### src/rtl/ffafe_pkg.sv
// ----------------------------------------------------------------------------
// ffafe_pkg: shared types and constants of the ASCII field extractor
// Field table, keyword codes, character codes and the word that travels
// from the front end to the parser through the queue.
// ----------------------------------------------------------------------------
package ffafe_pkg;

   localparam int NUM_FIELDS = 19;
   localparam int FIELD_W    = 5;
   localparam int POS_W      = 10;
   localparam int MAG_W      = 20;
   localparam int VALUE_W    = 21;
   localparam int PROD_W     = 24;

   localparam logic [POS_W-1:0] POS_MAX = 10'd1023;
   localparam logic [MAG_W-1:0] MAG_MAX = 20'd999999;

   localparam logic [55:0] KEY_MISSING = 56'h4D495353494E47;
   localparam logic [55:0] KEY_DISABLE = 56'h44495341424C45;

   localparam logic [7:0] CHAR_SPACE = 8'h20;
   localparam logic [7:0] CHAR_TAB   = 8'h09;
   localparam logic [7:0] CHAR_CR    = 8'h0D;
   localparam logic [7:0] CHAR_PLUS  = 8'h2B;
   localparam logic [7:0] CHAR_MINUS = 8'h2D;
   localparam logic [7:0] CHAR_ZERO  = 8'h30;
   localparam logic [7:0] CHAR_NINE  = 8'h39;

   localparam int QUEUE_DEPTH = 4;
   localparam int QUEUE_PTR_W = 2;
   localparam int QUEUE_CNT_W = 3;

   localparam logic [POS_W-1:0] FIELD_START [NUM_FIELDS] = '{
      10'd4,   10'd10,  10'd16,  10'd22,  10'd28,  10'd35,  10'd42,
      10'd231, 10'd238, 10'd245, 10'd252, 10'd259, 10'd266, 10'd273,
      10'd280, 10'd287, 10'd294, 10'd301, 10'd308
   };
   localparam logic [POS_W-1:0] FIELD_LEN [NUM_FIELDS] = '{
      10'd6, 10'd6, 10'd6, 10'd6, 10'd7, 10'd7, 10'd7,
      10'd7, 10'd7, 10'd7, 10'd7, 10'd7, 10'd7, 10'd7,
      10'd7, 10'd7, 10'd7, 10'd7, 10'd7
   };

   // Where a byte falls in the frame.
   typedef struct packed {
      logic               in_field;
      logic [FIELD_W-1:0] field;
      logic               first;
      logic               close;
   } class_type;

   // One classified byte, handed from the front end to the parser.
   typedef struct packed {
      logic [7:0]         ch;
      logic [FIELD_W-1:0] field;
      logic               in_field;
      logic               first;
      logic               close;
      logic               last;
      logic               good;
   } entry_type;

   // The fields do not overlap, so the matches are independent compares.
   function automatic class_type classify(input logic [POS_W-1:0] pos);
      class_type r;
      r = '0;
      for (int i = 0; i < NUM_FIELDS; i++) begin
         if (pos >= FIELD_START[i] && pos < FIELD_START[i] + FIELD_LEN[i]) begin
            r.in_field = 1'b1;
            r.field    = FIELD_W'(i);
            r.first    = (pos == FIELD_START[i]);
            r.close    = (pos == FIELD_START[i] + FIELD_LEN[i] - 10'd1);
         end
      end
      return r;
   endfunction

endpackage

### src/rtl/ffafe_front.sv
// ----------------------------------------------------------------------------
// ffafe_front: byte intake and classification
// Tracks the frame position and the last six bytes, flags the MISSING and
// DISABLE keywords and tags each byte with its field and the frame verdict.
// ----------------------------------------------------------------------------
module ffafe_front #(
   parameter int FRAME_LENGTH = 320
) (
   input  logic                 clock,
   input  logic                 reset,
   input  logic                 req_valid,
   output logic                 req_ready,
   input  logic [7:0]           req_byte_in,
   input  logic                 req_end_of_reply,
   output logic                 push_valid,
   input  logic                 push_ready,
   output ffafe_pkg::entry_type push_entry
);
   import ffafe_pkg::*;

   logic [POS_W-1:0] pos_ff, pos_in;
   logic [47:0]      recent_ff, recent_in;
   logic             kw_ff, kw_in;
   logic [55:0]      window;
   logic             kw_now;
   logic             accept;
   class_type        cls;

   assign req_ready  = push_ready;
   assign push_valid = req_valid;
   assign accept     = req_valid && push_ready;

   always_comb begin
      window = {recent_ff, req_byte_in};
      kw_now = kw_ff || (window == KEY_MISSING) || (window == KEY_DISABLE);
      cls    = classify(pos_ff);

      push_entry.ch       = req_byte_in;
      push_entry.field    = cls.field;
      push_entry.in_field = cls.in_field;
      push_entry.first    = cls.first;
      push_entry.close    = cls.close;
      push_entry.last     = req_end_of_reply;
      // A saturated position gives 1024 here and never matches the length.
      push_entry.good     = (({1'b0, pos_ff} + 11'd1) == 11'(FRAME_LENGTH)) && !kw_now;

      pos_in    = pos_ff;
      recent_in = recent_ff;
      kw_in     = kw_ff;
      if (accept) begin
         if (req_end_of_reply) begin
            pos_in    = '0;
            recent_in = '0;
            kw_in     = 1'b0;
         end else begin
            if (pos_ff != POS_MAX) begin
               pos_in = pos_ff + 10'd1;
            end
            recent_in = window[47:0];
            kw_in     = kw_now;
         end
      end
   end

   always_ff @(posedge clock) begin
      if (reset) begin
         pos_ff    <= '0;
         recent_ff <= '0;
         kw_ff     <= 1'b0;
      end else begin
         pos_ff    <= pos_in;
         recent_ff <= recent_in;
         kw_ff     <= kw_in;
      end
   end

endmodule

### src/rtl/ffafe_queue.sv
// ----------------------------------------------------------------------------
// ffafe_queue: short queue between front end and parser
// A register FIFO of classified byte words.
// ----------------------------------------------------------------------------
module ffafe_queue (
   input  logic                 clock,
   input  logic                 reset,
   input  logic                 in_valid,
   output logic                 in_ready,
   input  ffafe_pkg::entry_type in_entry,
   output logic                 out_valid,
   input  logic                 out_ready,
   output ffafe_pkg::entry_type out_entry
);
   import ffafe_pkg::*;

   entry_type              slot_ff [QUEUE_DEPTH];
   logic [QUEUE_PTR_W-1:0] wr_ptr_ff, rd_ptr_ff;
   logic [QUEUE_CNT_W-1:0] count_ff;
   logic                   push, pop;

   assign in_ready  = (count_ff != QUEUE_CNT_W'(QUEUE_DEPTH));
   assign out_valid = (count_ff != '0);
   assign out_entry = slot_ff[rd_ptr_ff];
   assign push      = in_valid && in_ready;
   assign pop       = out_valid && out_ready;

   always_ff @(posedge clock) begin
      if (reset) begin
         wr_ptr_ff <= '0;
         rd_ptr_ff <= '0;
         count_ff  <= '0;
      end else begin
         if (push) begin
            wr_ptr_ff <= wr_ptr_ff + 1'b1;
         end
         if (pop) begin
            rd_ptr_ff <= rd_ptr_ff + 1'b1;
         end
         if (push && !pop) begin
            count_ff <= count_ff + 1'b1;
         end else if (pop && !push) begin
            count_ff <= count_ff - 1'b1;
         end
      end
   end

   always_ff @(posedge clock) begin
      if (push) begin
         slot_ff[wr_ptr_ff] <= in_entry;
      end
   end

endmodule

### src/rtl/ffafe_back.sv
// ----------------------------------------------------------------------------
// ffafe_back: number parser and result register
// Runs the leading-space, sign and digit steps on each classified byte and
// holds one finished result word for the result channel.
// ----------------------------------------------------------------------------
module ffafe_back (
   input  logic                           clock,
   input  logic                           reset,
   input  logic                           pop_valid,
   output logic                           pop_ready,
   input  ffafe_pkg::entry_type           pop_entry,
   output logic                           rsp_valid,
   input  logic                           rsp_ready,
   output logic                           rsp_result_kind,
   output logic [ffafe_pkg::FIELD_W-1:0]  rsp_field_number,
   output logic signed [ffafe_pkg::VALUE_W-1:0] rsp_field_value,
   output logic                           rsp_reply_good
);
   import ffafe_pkg::*;

   typedef enum logic [1:0] {
      PH_LEAD   = 2'd0,
      PH_SIGN   = 2'd1,
      PH_DIGITS = 2'd2,
      PH_DONE   = 2'd3
   } phase_type;

   phase_type          phase_ff, phase_in, phase_t;
   logic [MAG_W-1:0]   mag_ff, mag_in, mag_t;
   logic               neg_ff, neg_in, neg_t;
   logic               rsp_valid_ff, rsp_valid_in;
   logic               kind_ff, kind_in;
   logic [FIELD_W-1:0] fnum_ff, fnum_in;
   logic [VALUE_W-1:0] value_ff, value_in;
   logic               good_ff, good_in;
   logic [PROD_W-1:0]  prod;
   logic [VALUE_W-1:0] mag_ext;
   logic [7:0]         c;
   logic               is_space, is_digit, makes_result, consume;

   assign rsp_valid        = rsp_valid_ff;
   assign rsp_result_kind  = kind_ff;
   assign rsp_field_number = fnum_ff;
   assign rsp_field_value  = value_ff;
   assign rsp_reply_good   = good_ff;

   always_comb begin
      c        = pop_entry.ch;
      is_space = (c == CHAR_SPACE) || (c >= CHAR_TAB && c <= CHAR_CR);
      is_digit = (c >= CHAR_ZERO) && (c <= CHAR_NINE);

      // A field restarts the parse at its first byte.
      mag_t   = pop_entry.first ? '0 : mag_ff;
      neg_t   = pop_entry.first ? 1'b0 : neg_ff;
      phase_t = pop_entry.first ? PH_LEAD : phase_ff;
      prod    = {mag_t, 3'b000} + {2'b00, mag_t, 1'b0} + PROD_W'(c - CHAR_ZERO);

      if (pop_entry.in_field) begin
         if (phase_t == PH_LEAD && is_space) begin
            phase_t = PH_LEAD;
         end else if (phase_t == PH_LEAD && (c == CHAR_MINUS || c == CHAR_PLUS)) begin
            neg_t   = (c == CHAR_MINUS);
            phase_t = PH_SIGN;
         end else if (phase_t != PH_DONE) begin
            if (is_digit) begin
               mag_t   = (prod > PROD_W'(MAG_MAX)) ? MAG_MAX : prod[MAG_W-1:0];
               phase_t = PH_DIGITS;
            end else begin
               phase_t = PH_DONE;
            end
         end
      end

      mag_ext      = {1'b0, mag_t};
      makes_result = pop_entry.last || (pop_entry.in_field && pop_entry.close);
      consume      = pop_valid && (!makes_result || !rsp_valid_ff || rsp_ready);
      pop_ready    = !makes_result || !rsp_valid_ff || rsp_ready;

      phase_in     = phase_ff;
      mag_in       = mag_ff;
      neg_in       = neg_ff;
      rsp_valid_in = rsp_valid_ff && !rsp_ready;
      kind_in      = kind_ff;
      fnum_in      = fnum_ff;
      value_in     = value_ff;
      good_in      = good_ff;

      if (consume) begin
         if (pop_entry.last) begin
            phase_in     = PH_LEAD;
            mag_in       = '0;
            neg_in       = 1'b0;
            rsp_valid_in = 1'b1;
            kind_in      = 1'b1;
            fnum_in      = '0;
            value_in     = '0;
            good_in      = pop_entry.good;
         end else begin
            phase_in = phase_t;
            mag_in   = mag_t;
            neg_in   = neg_t;
            if (makes_result) begin
               rsp_valid_in = 1'b1;
               kind_in      = 1'b0;
               fnum_in      = pop_entry.field;
               value_in     = neg_t ? (~mag_ext + 1'b1) : mag_ext;
               good_in      = 1'b0;
            end
         end
      end
   end

   always_ff @(posedge clock) begin
      if (reset) begin
         phase_ff     <= PH_LEAD;
         mag_ff       <= '0;
         neg_ff       <= 1'b0;
         rsp_valid_ff <= 1'b0;
      end else begin
         phase_ff     <= phase_in;
         mag_ff       <= mag_in;
         neg_ff       <= neg_in;
         rsp_valid_ff <= rsp_valid_in;
      end
      kind_ff  <= kind_in;
      fnum_ff  <= fnum_in;
      value_ff <= value_in;
      good_ff  <= good_in;
   end

endmodule

### src/rtl/fixed_frame_ascii_field_extractor_unit.sv
// ----------------------------------------------------------------------------
// fixed_frame_ascii_field_extractor_unit: ASCII tracker reply field extractor
// Parses nineteen fixed-offset decimal fields from a reply byte stream and
// reports a frame verdict at the last byte of each reply.
// ----------------------------------------------------------------------------
// The block takes one reply byte per word on the req_ channel and accepts a
// new word in every clock cycle, so a reply streams in at one byte per cycle
// for as long as the result side keeps up. A front end tags each byte with
// its frame position, its field and the running keyword check; a four-word
// queue then feeds the parser, which turns each field into a signed integer
// the way atoi does and holds the result in an output register. A byte that
// closes a field is written into the queue and, once the result register
// is free, the parser turns it into a result word that the result register
// drives onto rsp_.
// Only bytes that close a field or end a reply make results, so a stalled
// rsp_ side backs up into the queue and then into req_ready; other bytes keep
// flowing. Field results carry field_number 0 to 3 (quaternion, in
// ten-thousandths), 4 to 6 (probe x, y, z, in hundredths) and 7 to 18 (rigid
// marker coordinates, in hundredths); the value is not scaled. The verdict
// word (result_kind 1) reports reply_good when the reply held exactly
// FRAME_LENGTH bytes and neither MISSING nor DISABLE appeared in it. A field
// cut off by the end of the reply is dropped, and a byte position that runs
// past 1023 saturates there.
// ----------------------------------------------------------------------------
module fixed_frame_ascii_field_extractor_unit #(
   parameter int FRAME_LENGTH = 320
) (
   input  logic                                 clock,
   input  logic                                 reset,
   input  logic                                 req_valid,
   output logic                                 req_ready,
   input  logic [7:0]                           req_byte_in,
   input  logic                                 req_end_of_reply,
   output logic                                 rsp_valid,
   input  logic                                 rsp_ready,
   output logic                                 rsp_result_kind,
   output logic [ffafe_pkg::FIELD_W-1:0]        rsp_field_number,
   output logic signed [ffafe_pkg::VALUE_W-1:0] rsp_field_value,
   output logic                                 rsp_reply_good
);
   import ffafe_pkg::*;

   logic      push_valid, push_ready;
   entry_type push_entry;
   logic      pop_valid, pop_ready;
   entry_type pop_entry;

   // Front end: position, keyword window and field tagging.
   ffafe_front #(
      .FRAME_LENGTH (FRAME_LENGTH)
   ) u_front (
      .clock            (clock),
      .reset            (reset),
      .req_valid        (req_valid),
      .req_ready        (req_ready),
      .req_byte_in      (req_byte_in),
      .req_end_of_reply (req_end_of_reply),
      .push_valid       (push_valid),
      .push_ready       (push_ready),
      .push_entry       (push_entry)
   );

   // Decoupling queue so each side can stall on its own.
   ffafe_queue u_queue (
      .clock     (clock),
      .reset     (reset),
      .in_valid  (push_valid),
      .in_ready  (push_ready),
      .in_entry  (push_entry),
      .out_valid (pop_valid),
      .out_ready (pop_ready),
      .out_entry (pop_entry)
   );

   // Parser and result register.
   ffafe_back u_back (
      .clock            (clock),
      .reset            (reset),
      .pop_valid        (pop_valid),
      .pop_ready        (pop_ready),
      .pop_entry        (pop_entry),
      .rsp_valid        (rsp_valid),
      .rsp_ready        (rsp_ready),
      .rsp_result_kind  (rsp_result_kind),
      .rsp_field_number (rsp_field_number),
      .rsp_field_value  (rsp_field_value),
      .rsp_reply_good   (rsp_reply_good)
   );

endmodule

### config.mk
export PLATFORM = sky130hd
export DESIGN_NAME = fixed_frame_ascii_field_extractor_unit
export DESIGN_NICKNAME = d
export VERILOG_FILES = /design/src/rtl/ffafe_pkg.sv /design/src/rtl/ffafe_front.sv /design/src/rtl/ffafe_queue.sv /design/src/rtl/ffafe_back.sv /design/src/rtl/fixed_frame_ascii_field_extractor_unit.sv
export SDC_FILE = /design/constraint.sdc
export NUM_CORES = 1
export LEC_CHECK = 0
export ABC_CLOCK_PERIOD_IN_PS = 7800
export BUFFER_PORTS_ARGS = -buffer_cell sky130_fd_sc_hd__buf_4
export CAP_MARGIN = 20
export CORE_MARGIN = 4
export CORE_UTILIZATION = 33
export DETAILED_ROUTE_END_ITERATION = 6
export MAX_ROUTING_LAYER = met4
export PLACE_DENSITY = 0.44
export RECOVER_POWER = 25
export SLEW_MARGIN = 20
export SYNTH_ARGS = -nofsm -noshare
export SYNTH_HDL_FRONTEND = slang
export SYNTH_SLANG_ARGS = --single-unit
### constraint.sdc
create_clock -name clock -period 7.8 [get_ports clock]
set_clock_uncertainty 0.05 [all_clocks]
set_input_delay 1.95 -clock clock [delete_from_list [all_inputs] [get_ports clock]]
set_output_delay 1.95 -clock clock [all_outputs]
set_load 0.01 [all_outputs]
==> results.cfg, run 1 <==
[routing]
route.detailed.drc = 0
ant_nets = 0
num_vias = 9112
drt_wl_total_um = 30660
first_pass_iters = 5
routed_via_density = 5.341
drt-wirelength-per-cell_um = 17.97
first_iter_violations = 539

[worst_hold_path]
min_path_cells = 2
hold_path_end = u_front.recent_ff[46]$_SDFFE_PP0P_
worst_hold_startpoint = u_front.recent_ff[46]$_SDFFE_PP0P_
hold_path_class = flop to flop

[global_route]
grtUsageMet2_pct = 28.22
grt_pass1_wl_um = 50100
top_usage_layer = met2
antenna_found_initial = 0
grt_remaining_overflow = 0
use_met1_pct = 21.44
grt_pass1_vias = 9037
grtUsageTotal_pct = 16.85
use_met3_pct = 2.450
grt_max_degree = 55

[sta]
worstMarginPinSlew_ns = 1.064
period_minus_slack_ns = 7.040
timing.slew.headroom_pct = 29.06
whs_ns = 0.4057
finalSetupTns_ns = 0
max_freq_mhz = 142.0
finalHoldViolCount = 0
period_share_pct = 90.26
rsz0062_at_grt = false
setup-violations-final = 0
drv_slew = 0

[critical_path]
crit_fanout = 11
cp.arrival_ns = 7.18
reg2reg_slack_ns = 0.76
crit_type = flop to flop
r2r_cells = 19
worst_setup_path_start_kind = flop
reg2reg_to = u_back.rsp_field_value[19]$_SDFFCE_PP0P_
worst_setup_path_end_kind = flop
required_ns = 7.94

[synthesis]
ys_ff_latch = 192
synthArstFlopShare_pct = 0
synth-simple-area-share_pct = 19.80
synth_fp_nets = 1303
synthFlopType = edfxtp_1
netlist_instances = 1231
syn_area_per_cell_um2 = 9.262
synth_compound_area_share_pct = 17.69
synth-adder-area-share_pct = 7.792
mappedNetlistArea_um2 = 11400
synth_edf_count = 100
ys_seq_area_share_pct = 42.49
ys_warn_count = 0
synth.mux.area_fraction_pct = 5.388
synth_cell_types = 85
synth_top_family_by_area = simple AND/OR/NAND/NOR gates
synth_xor_area_share_pct = 2.458

[floorplanning]
start_util_pct = 33.75
fp.dieH_um = 193.9
dieArea_um2 = 37590
boundaryPins = 43
std_cell_rows = 67
dieWidth_um = 193.9
core_um2 = 33780

[cts]
clk_path_buf_depth = 2
holdBufCountCts = 0
cts_tree = built
cts_buffers = 17
path_clk_slew_ns = 0.08
cts-root-buf = clkbuf_16
cts_sinks = 192
clock_latency_ns = 0.45
htree_num_levels = 4

[finish]
layout-drive-gt1-share_pct = 9.618
synthToLayoutAreaGrowth_pct = 11.59
layout.cells.most_common_list = nand2_1 (176), nor2_1 (121), a21oi_1 (103), edfxtp_1 (100), dfxtp_1 (91)
layout_commonest_cell = nand2_1
finalNetCount = 1317
num_antenna_cells = 0
fin_cells = 1706
utilization_pct = 37.66

[placement]
port_buffers = 42
dp_cells = 1674
dp_hpwl_um = 21850
place_congestion = 0.8641

[power]
ir_drop_v = 0.0001862
power_density_nw_per_um2 = 285.3
p_leak_nw = 4.732

[flow_run]
maxCapViolCount = 0

[status]
status = finished clean
==> cell families after synthesis <==
logic type | count (synthesis)
AOI/OAI and AO/OA | 309
DFF | 192
adders and majority gates | 59
muxes | 37
and+or+nand+nor | 472
xor gates and xnor gates | 32
buffers and inverters | 130
==> flip-flops by register name, summed over array words and instances (netlist names), 2 cells and up, named ones only <==
signal,flops
u_front.pos_ff,10
u_back.mag_ff,20
u_queue.count_ff,3
u_back.rsp_field_value,21
u_queue.wr_ptr_ff,2
u_queue.rd_ptr_ff,2
u_queue.slot_ff,72
u_back.phase_ff,2
u_back.rsp_field_number,5
u_front.recent_ff,48
==> cell type report <==
| class | count | area [µm²] |
|---|---|---|
| Fill cell | 3471 | 21060 |
| Clock buffer | 18 | 429.2 |
| Tap cell | 448 | 560.5 |
| Inverter | 68 | 255.2 |
| Multi-Input combinational cell | 909 | 6082 |
| Sequential cell | 192 | 4846 |
| Clock inverter | 14 | 158.9 |
| Timing Repair Buffer | 57 | 390.4 |
==> worst max path at each step <==
stage / start / endpoint / cells past startpoint
after floorplan: flop / u_back.rsp_field_value[10]$_SDFFCE_PP0P_ / 23
final: flop / u_back.rsp_field_value[19]$_SDFFCE_PP0P_ / 19
after global placement: flop / u_back.rsp_field_value[19]$_SDFFCE_PP0P_ / 19
after CTS: flop / u_back.rsp_field_value[11]$_SDFFCE_PP0P_ / 20
after detailed placement: flop / u_back.rsp_field_value[19]$_SDFFCE_PP0P_ / 19
after global routing: flop / u_back.rsp_field_value[12]$_SDFFCE_PP0P_ / 21
==> power by group <==
part	leakage, nW	total [mW]	switching [mW]	internal (mW)
Sequential	1.69	1.29	0.0665	1.22
Clock	0.283	0.890	0.457	0.433
Combinational	2.76	1.45	0.913	0.536
Total	4.73	3.63	1.44	2.19
==> critical path, stage by stage, from the launching register on <==
cell and delay (ns):
dfxtp_2 0.50, mux4_1 0.66, or2_0 0.35, nor2_1 0.17, buf_4 0.17, inv_1 0.33
fa_1 0.66, inv_1 0.05, ha_1 0.38, a21o_1 0.24, a21o_1 0.24, a211oi_1 0.33
nand2_1 0.16, o311a_1 0.40, or4_4 0.54, a311oi_1 0.49, o211ai_1 0.30, nor2_1 0.36
a21oi_1 0.12, a211o_1 0.28
==> synth_stat cells, types with 14 or more instances <==
library cell | count | area, µm²
a21oi_1 | 103 | 515.5
dfxtp_1 | 92 | 1842
nand4_1 | 16 | 100.1
o21ai_0 | 53 | 265.3
a31oi_1 | 20 | 125.1
ha_1 | 39 | 488.0
nand2_1 | 177 | 664.4
inv_1 | 66 | 247.7
fa_1 | 20 | 400.4
nor2_1 | 122 | 457.9
mux2i_1 | 16 | 160.2
nand2b_1 | 15 | 93.84
mux4_2 | 14 | 315.3
xnor2_1 | 20 | 175.2
edfxtp_1 | 100 | 3003
nand3_1 | 19 | 95.09
nor2b_1 | 16 | 100.1
a22oi_1 | 22 | 165.2
nor3_1 | 25 | 125.1
clkbuf_1 | 49 | 183.9
==> repair_timing <==
item	CTS	global route
hold endpoints to repair	0	0
resized for setup	0	3
buffers inserted	0	0
endpoints found under the setup margin	0	10
==> per-layer routing <==
| layer | share of wire, % | wire, µm |
|---|---|---|
| met4 | 1.5 | 473 |
| met2 | 50 | 15390 |
| met3 | 2.8 | 870 |
| met1 | 45 | 13930 |
| met5 | 0 | 0 |
==> through the flow <==
step	total power, mW	instance area [µm²]	setup slack [ns]
6_report	3.630	12720	0.7599
5_1_grt	3.897	12720	0.2014
4_1_cts	3.692	12760	0.4283
3_5_place_dp	2.788	12170	0.4500
3_3_place_gp	2.795	12170	0.5204
2_1_floorplan	2.312	11400	1.189
(Power assumes the default switching activity.)
==> run 2, diff against run 1 <==
Settings changed: ABC_CLOCK_PERIOD_IN_PS 7800 to 6400, CORE_ASPECT_RATIO set to 0.9, PLACE_DENSITY 0.44 to 0.46, SYNTH_HIERARCHICAL set to 1.
Clock period 7.8 ns to 6.4 ns, I/O delays scaled along.
==> results.cfg, run 2 <==
[synthesis]
synth_fp_nets = 1339
synth_area_leaders = edfxtp_1 (25%), dfxtp_1 (15%), nor2_1 (4.8%)
ys_ff_latch = 192
synth_top_family_by_area = simple AND/OR/NAND/NOR gates
synth-adder-area-share_pct = 7.549
yosysMostFrequentCell = nor2_1
yosysTopAreaCell = edfxtp_1
synth_edf_count = 100
mappedNetlistArea_um2 = 12100
synth_cell_types = 92
synth_xor_area_share_pct = 2.234
synth-simple-area-share_pct = 22.82
ys_seq_area_share_pct = 40.04
synth_compound_area_share_pct = 18.56
synth.mux.area_fraction_pct = 4.529
synthFlopType = edfxtp_1
syn_area_per_cell_um2 = 9.565
netlist_instances = 1265
netlist.area_leader.share_pct = 24.82
ys_warn_count = 6
synth_commonest_cells = nor2_1 (155), a21oi_1 (107), edfxtp_1 (100), dfxtp_1 (92), nand2_1 (69)
synthArstFlopShare_pct = 0

[sta]
timing.slew.headroom_pct = -77.63
finalHoldViolCount = 0
drv_slew = 57
worstMarginPinSlew_ns = 2.664
setup-violations-final = 0
period_share_pct = 94.72
rsz0062_at_grt = false
period_minus_slack_ns = 6.062
max_freq_mhz = 165.0
finalSetupTns_ns = 0

[routing]
route.met3.wl_um = 1453
num_vias = 9903
first_iter_violations = 713
wl_met2_um = 15140
met1Wirelength_um = 16960
highest_layer = met4
first_pass_iters = 5
route.detailed.drc = 0
ant_nets = 0
routed_via_density = 5.447
drt_wl_total_um = 34280
drt-wirelength-per-cell_um = 18.86

[finish]
num_antenna_cells = 0
layout.cells.most_common_list = nor2_1 (154), buf_4 (118), a21oi_1 (101), edfxtp_1 (100), dfxtp_1 (90)
final.fill_count = 3644
layout_commonest_cell = nor2_1
largest_reg_flops = 72
synthToLayoutAreaGrowth_pct = 15.26
multi_input_area_um2 = 6869
finalNetCount = 1403
top_register = u_queue/slot_ff
layout-drive-gt1-share_pct = 17.14
ff_latch_area_um2 = 4850

[floorplanning]
core_um2 = 36170
boundaryPins = 43
std_cell_rows = 66
start_util_pct = 33.45
dieArea_um2 = 39800
dieWidth_um = 209.8
fp.dieH_um = 189.7

[cts]
clock_latency_ns = 0.45
htree_num_levels = 4
holdBufCountCts = 0
cts_buffers = 17
cts_sinks = 192
path_clk_slew_ns = 0.07
clk_path_buf_depth = 2
cts-root-buf = clkbuf_16
cts_tree = built

[power]
finalPower_mw = 4.867
ir_drop_v = 0.0002028
power_density_nw_per_um2 = 349.0
p_leak_nw = 4.958

[worst_hold_path]
hold_path_class = flop to flop

[critical_path]
cp.arrival_ns = 6.21
worst_setup_path_end_kind = flop
reg2reg_slack_ns = 0.34
crit_fanout = 10
crit_type = flop to flop
required_ns = 6.55
r2r_cells = 22
crit_end = u_back/rsp_field_value[12]$_SDFFCE_PP0P_
worst_setup_path_start_kind = flop
reg2reg_to = u_back/rsp_field_value[12]$_SDFFCE_PP0P_

[status]
violations = capacitance limit, slew limit
status = finished with violations

[global_route]
grt_pass1_vias = 9755
grtUsageTotal_pct = 17.83
grt_remaining_overflow = 0
grt_pass1_wl_um = 55080
antenna_found_initial = 0
grt_max_degree = 101

[placement]
port_buffers = 42
dp_hpwl_um = 24630
place_congestion = 0.9160

[flow_run]
maxCapViolCount = 1
[run 2: changes by cell type after synthesis, moves of 13 or more]
cell     delta
buf_4      +13
nor2_1     +33
nor2b_1    +18
inv_1      -40
nor3b_1    +52
nand2_1   -108
[run 2: layout make-up]
cell class / instances / share of cell area (%)
Multi-Input combinational cell: 961 / 49.26
Clock inverter: 9 / 0.6819
Inverter: 26 / 0.7267
Clock buffer: 23 / 3.472
Timing Repair Buffer: 131 / 6.819
Sequential cell: 192 / 34.77
Tap cell: 476 / 4.271
[run 2: critical path: stages, from the launching register on]
cell	delay, ns
dfxtp_2	0.42
buf_4	0.18
mux4_2	0.46
nor2b_1	0.29
ha_1	0.29
ha_1	0.25
fa_1	0.46
a211oi_4	0.31
o21ai_2	0.19
o211ai_1	0.31
nor3b_1	0.22
buf_4	0.15
nor2_1	0.05
a221oi_2	0.33
o211ai_2	0.22
o31ai_2	0.34
ha_2	0.23
and3_1	0.17
nand3_1	0.11
o31ai_2	0.20
buf_4	0.18
a21oi_2	0.05
mux2_1	0.30
[run 2: what timing repair did]
item,4_1_cts,5_1_grt
buffers inserted,0,3
endpoints found under the setup margin,0,16
resized for setup,0,42
[run 2: where the power goes]
group,internal (mW),total (mW),switching [mW]
clock network,0.583,1.07,0.492
registers,1.50,1.58,0.0743
logic,0.880,2.22,1.34
total,2.97,4.87,1.90
[run 2: cell families after synthesis]
family	Yosys count
simple gates	508
compound gates	333
fa+ha+maj	61
flops	192
mux	29
xor+xnor	30
buf+inv	112
[run 2: worst min path at each step]
stage	start	to	slack, ns	cells past startpoint
floorplan	u_back/mag_ff[4]$_SDFFE_PP0P_	u_back/mag_ff[4]$_SDFFE_PP0P_	0.40	2
global placement	u_back/mag_ff[2]$_SDFFE_PP0P_	u_back/mag_ff[2]$_SDFFE_PP0P_	0.41	2
detailed placement	u_back/mag_ff[2]$_SDFFE_PP0P_	u_back/mag_ff[2]$_SDFFE_PP0P_	0.42	2
CTS	u_back/mag_ff[2]$_SDFFE_PP0P_	u_back/mag_ff[2]$_SDFFE_PP0P_	0.44	2
global route	u_back/phase_ff[0]$_SDFFE_PP0P_	u_back/phase_ff[0]$_SDFFE_PP0P_	0.47	2
finish	u_back/mag_ff[2]$_SDFFE_PP0P_	u_back/mag_ff[2]$_SDFFE_PP0P_	0.44	2
[run 2: stage by stage]
stage	utilization [%]	setup slack [ns]	hold WS (ns)	instance area [µm²]	std cells
detailed placement	36.70	0.09303	0.4242	13270	1783
global placement	36.70	0.1347	0.4115	13270	1783
global route	38.56	0.008347	0.4708	13950	1818
CTS	38.30	0.06709	0.4405	13850	1815
finish	38.56	0.3382	0.4391	13950	1818
floorplan	-	0.01099	0.3967	12110	1265
[run 2: per-layer routing]
layer	vias to the layer above	global-route usage [%]
met5	-	-
met4	0	5.194
met3	48	3.017
met2	220	26.52
met1	4795	25.15
li1	4840	-
==> run 3, diff against run 2 <==
Settings changed: ABC_CLOCK_PERIOD_IN_PS 6400 to 7300, BUFFER_PORTS_ARGS -buffer_cell sky130_fd_sc_hd__buf_4 to -buffer_cell sky130_fd_sc_hd__buf_2, PLACE_DENSITY 0.46 to 0.44.
Clock period 6.4 ns to 7.3 ns, I/O delays scaled along.
==> results.cfg, run 3 (synthesis results as in run 2) <==
[global_route]
antenna_found_initial = 0
grt_remaining_overflow = 0
grtUsageTotal_pct = 17.82
grt_max_degree = 101
grt_pass1_wl_um = 55020
grt_pass1_vias = 9645

[cts]
cts_tree = built
path_clk_slew_ns = 0.07
holdBufCountCts = 0
clk_path_buf_depth = 2
cts_sinks = 192
cts-root-buf = clkbuf_16
cts_buffers = 17
clock_latency_ns = 0.45
htree_num_levels = 4

[critical_path]
worst_setup_path_start_kind = flop
worst_setup_path_end_kind = flop
crit_fanout = 9
crit_type = flop to flop
required_ns = 7.40
cp.arrival_ns = 6.90

[finish]
synthToLayoutAreaGrowth_pct = 10.13
largest_reg_flops = 72
utilization_pct = 36.84
layout.cells.most_common_list = nor2_1 (154), a21oi_1 (107), edfxtp_1 (100), dfxtp_1 (92), nand2_1 (68)
layout_commonest_cell = nor2_1
top_register = u_queue/slot_ff
final.fill_count = 3728
finalNetCount = 1351
layout-drive-gt1-share_pct = 9.310
num_antenna_cells = 0

[power]
power_density_nw_per_um2 = 301.7
p_leak_nw = 4.633
pwr-share-comb_pct = 42.5
power_frac_clock_pct = 23.3
switching_power_mw = 1.624
pwr-share-seq_pct = 34.2
ir_drop_v = 0.0001848
power.internal_mw = 2.396
sw_frac_of_total_pct = 40.41

[sta]
period_minus_slack_ns = 6.799
rsz0062_at_grt = false
setup_ws_ns = 0.5013
finalSetupTns_ns = 0
setup-violations-final = 0
drv_slew = 93
period_share_pct = 93.13
worstMarginPinSlew_ns = 2.656
max_freq_mhz = 147.1
timing.slew.headroom_pct = -77.09
finalHoldViolCount = 0
whs_ns = 0.4375

[floorplanning]
dieWidth_um = 209.8
core_um2 = 36170
boundaryPins = 43
start_util_pct = 33.45
dieArea_um2 = 39800
fp.dieH_um = 189.7
std_cell_rows = 66

[routing]
first_pass_iters = 5
first_iter_violations = 853
drt-wirelength-per-cell_um = 19.24
ant_nets = 0
num_vias = 9749
routed_via_density = 5.524
route.detailed.drc = 0
drt_wl_total_um = 33960

[placement]
pre_cts_slack_ns = 0.1374
place_congestion = 0.9310
dp_hpwl_um = 24610
port_buffers = 42

[worst_hold_path]
worst_hold_startpoint = u_front/recent_ff[42]$_SDFFE_PP0P_
hold_path_class = flop to flop

[status]
violations = capacitance limit, slew limit
status = finished with violations

[flow_run]
maxCapViolCount = 2
-- run 3: changes by cell type in the layout (fill, tap and decap cells not counted), sizes merged --
| cell | previous run | this run |
|---|---|---|
| buf | 119 | 44 |
| bufinv | 1 | 2 |
| clkbuf | 35 | 55 |
| clkinv | 2 | 4 |
| clkinvlp | 2 | 1 |
-- run 3: power by group through the flow --
stage | combinational, mW | sequential [mW] | clock [mW]
final | 1.71 | 1.37 | 0.938
after global routing | 1.91 | 1.39 | 1.01
after CTS | 1.72 | 1.37 | 0.977
after detailed placement | 1.72 | 1.40 | 0
after global placement | 1.72 | 1.40 | 0
after floorplan | 1.16 | 1.43 | 0
-- run 3: final cells by class --
| type | instances | area (µm²) | share of cell area [%] |
|---|---|---|---|
| clock buffers | 20 | 436.7 | 3.277 |
| clock inverters | 11 | 132.6 | 0.9953 |
| inverters | 26 | 97.59 | 0.7324 |
| multi-input cells | 961 | 6779 | 50.87 |
| flip-flops and latches | 192 | 4845 | 36.36 |
| well taps | 476 | 595.6 | 4.469 |
| repair buffers | 79 | 439.2 | 3.296 |
-- run 3: per-stage QoR --
step | instance area [µm²] | std cells | power [mW]
after CTS | 13350 | 1765 | 4.076
after floorplan | 12100 | 1265 | 2.594
after detailed placement | 12780 | 1734 | 3.115
after global routing | 13330 | 1765 | 4.313
after global placement | 12780 | 1734 | 3.115
final | 13330 | 1765 | 4.020
-- run 3: layer usage --
metal  GRT usage, %  wire length (µm)  up-vias
met1          24.47             16450     4743
met4          6.173               859        0
li1               -                 -     4756
met5              -                 0        -
met2          26.56             15400      200
met3          3.347              1238       50
-- run 3: critical path: stages, from the launching register on --
cell      delay, ns
dfxtp_1        0.41
buf_4          0.21
mux4_1         0.67
or3_1          0.47
inv_1          0.08
buf_4          0.22
buf_4          0.22
fa_1           0.42
ha_1           0.41
a21oi_1        0.33
or4b_1         0.48
nand4_1        0.11
mux2i_1        0.09
nor4_2         0.39
o211ai_2       0.25
o31ai_2        0.27
ha_1           0.25
and3_1         0.19
nand3_1        0.14
o31ai_4        0.41
a31oi_1        0.17
xnor2_1        0.18
nor2_1         0.06
-- run 3: path summary, 6_finish.rpt --
kind         cells past startpoint  slack, ns                                       end
max                             22       0.50  u_back/rsp_field_value[10]$_SDFFCE_PP0P_
min                              2       0.44        u_front/recent_ff[42]$_SDFFE_PP0P_
max reg2reg                     22       0.50  u_back/rsp_field_value[10]$_SDFFCE_PP0P_
min reg2reg                      2       0.44        u_front/recent_ff[42]$_SDFFE_PP0P_
-- run 3: what timing repair did --
| action | CTS | global route |
|---|---|---|
| buffers inserted | 0 | 0 |
| endpoints found under the setup margin | 0 | 7 |
| resized for setup | 0 | 4 |
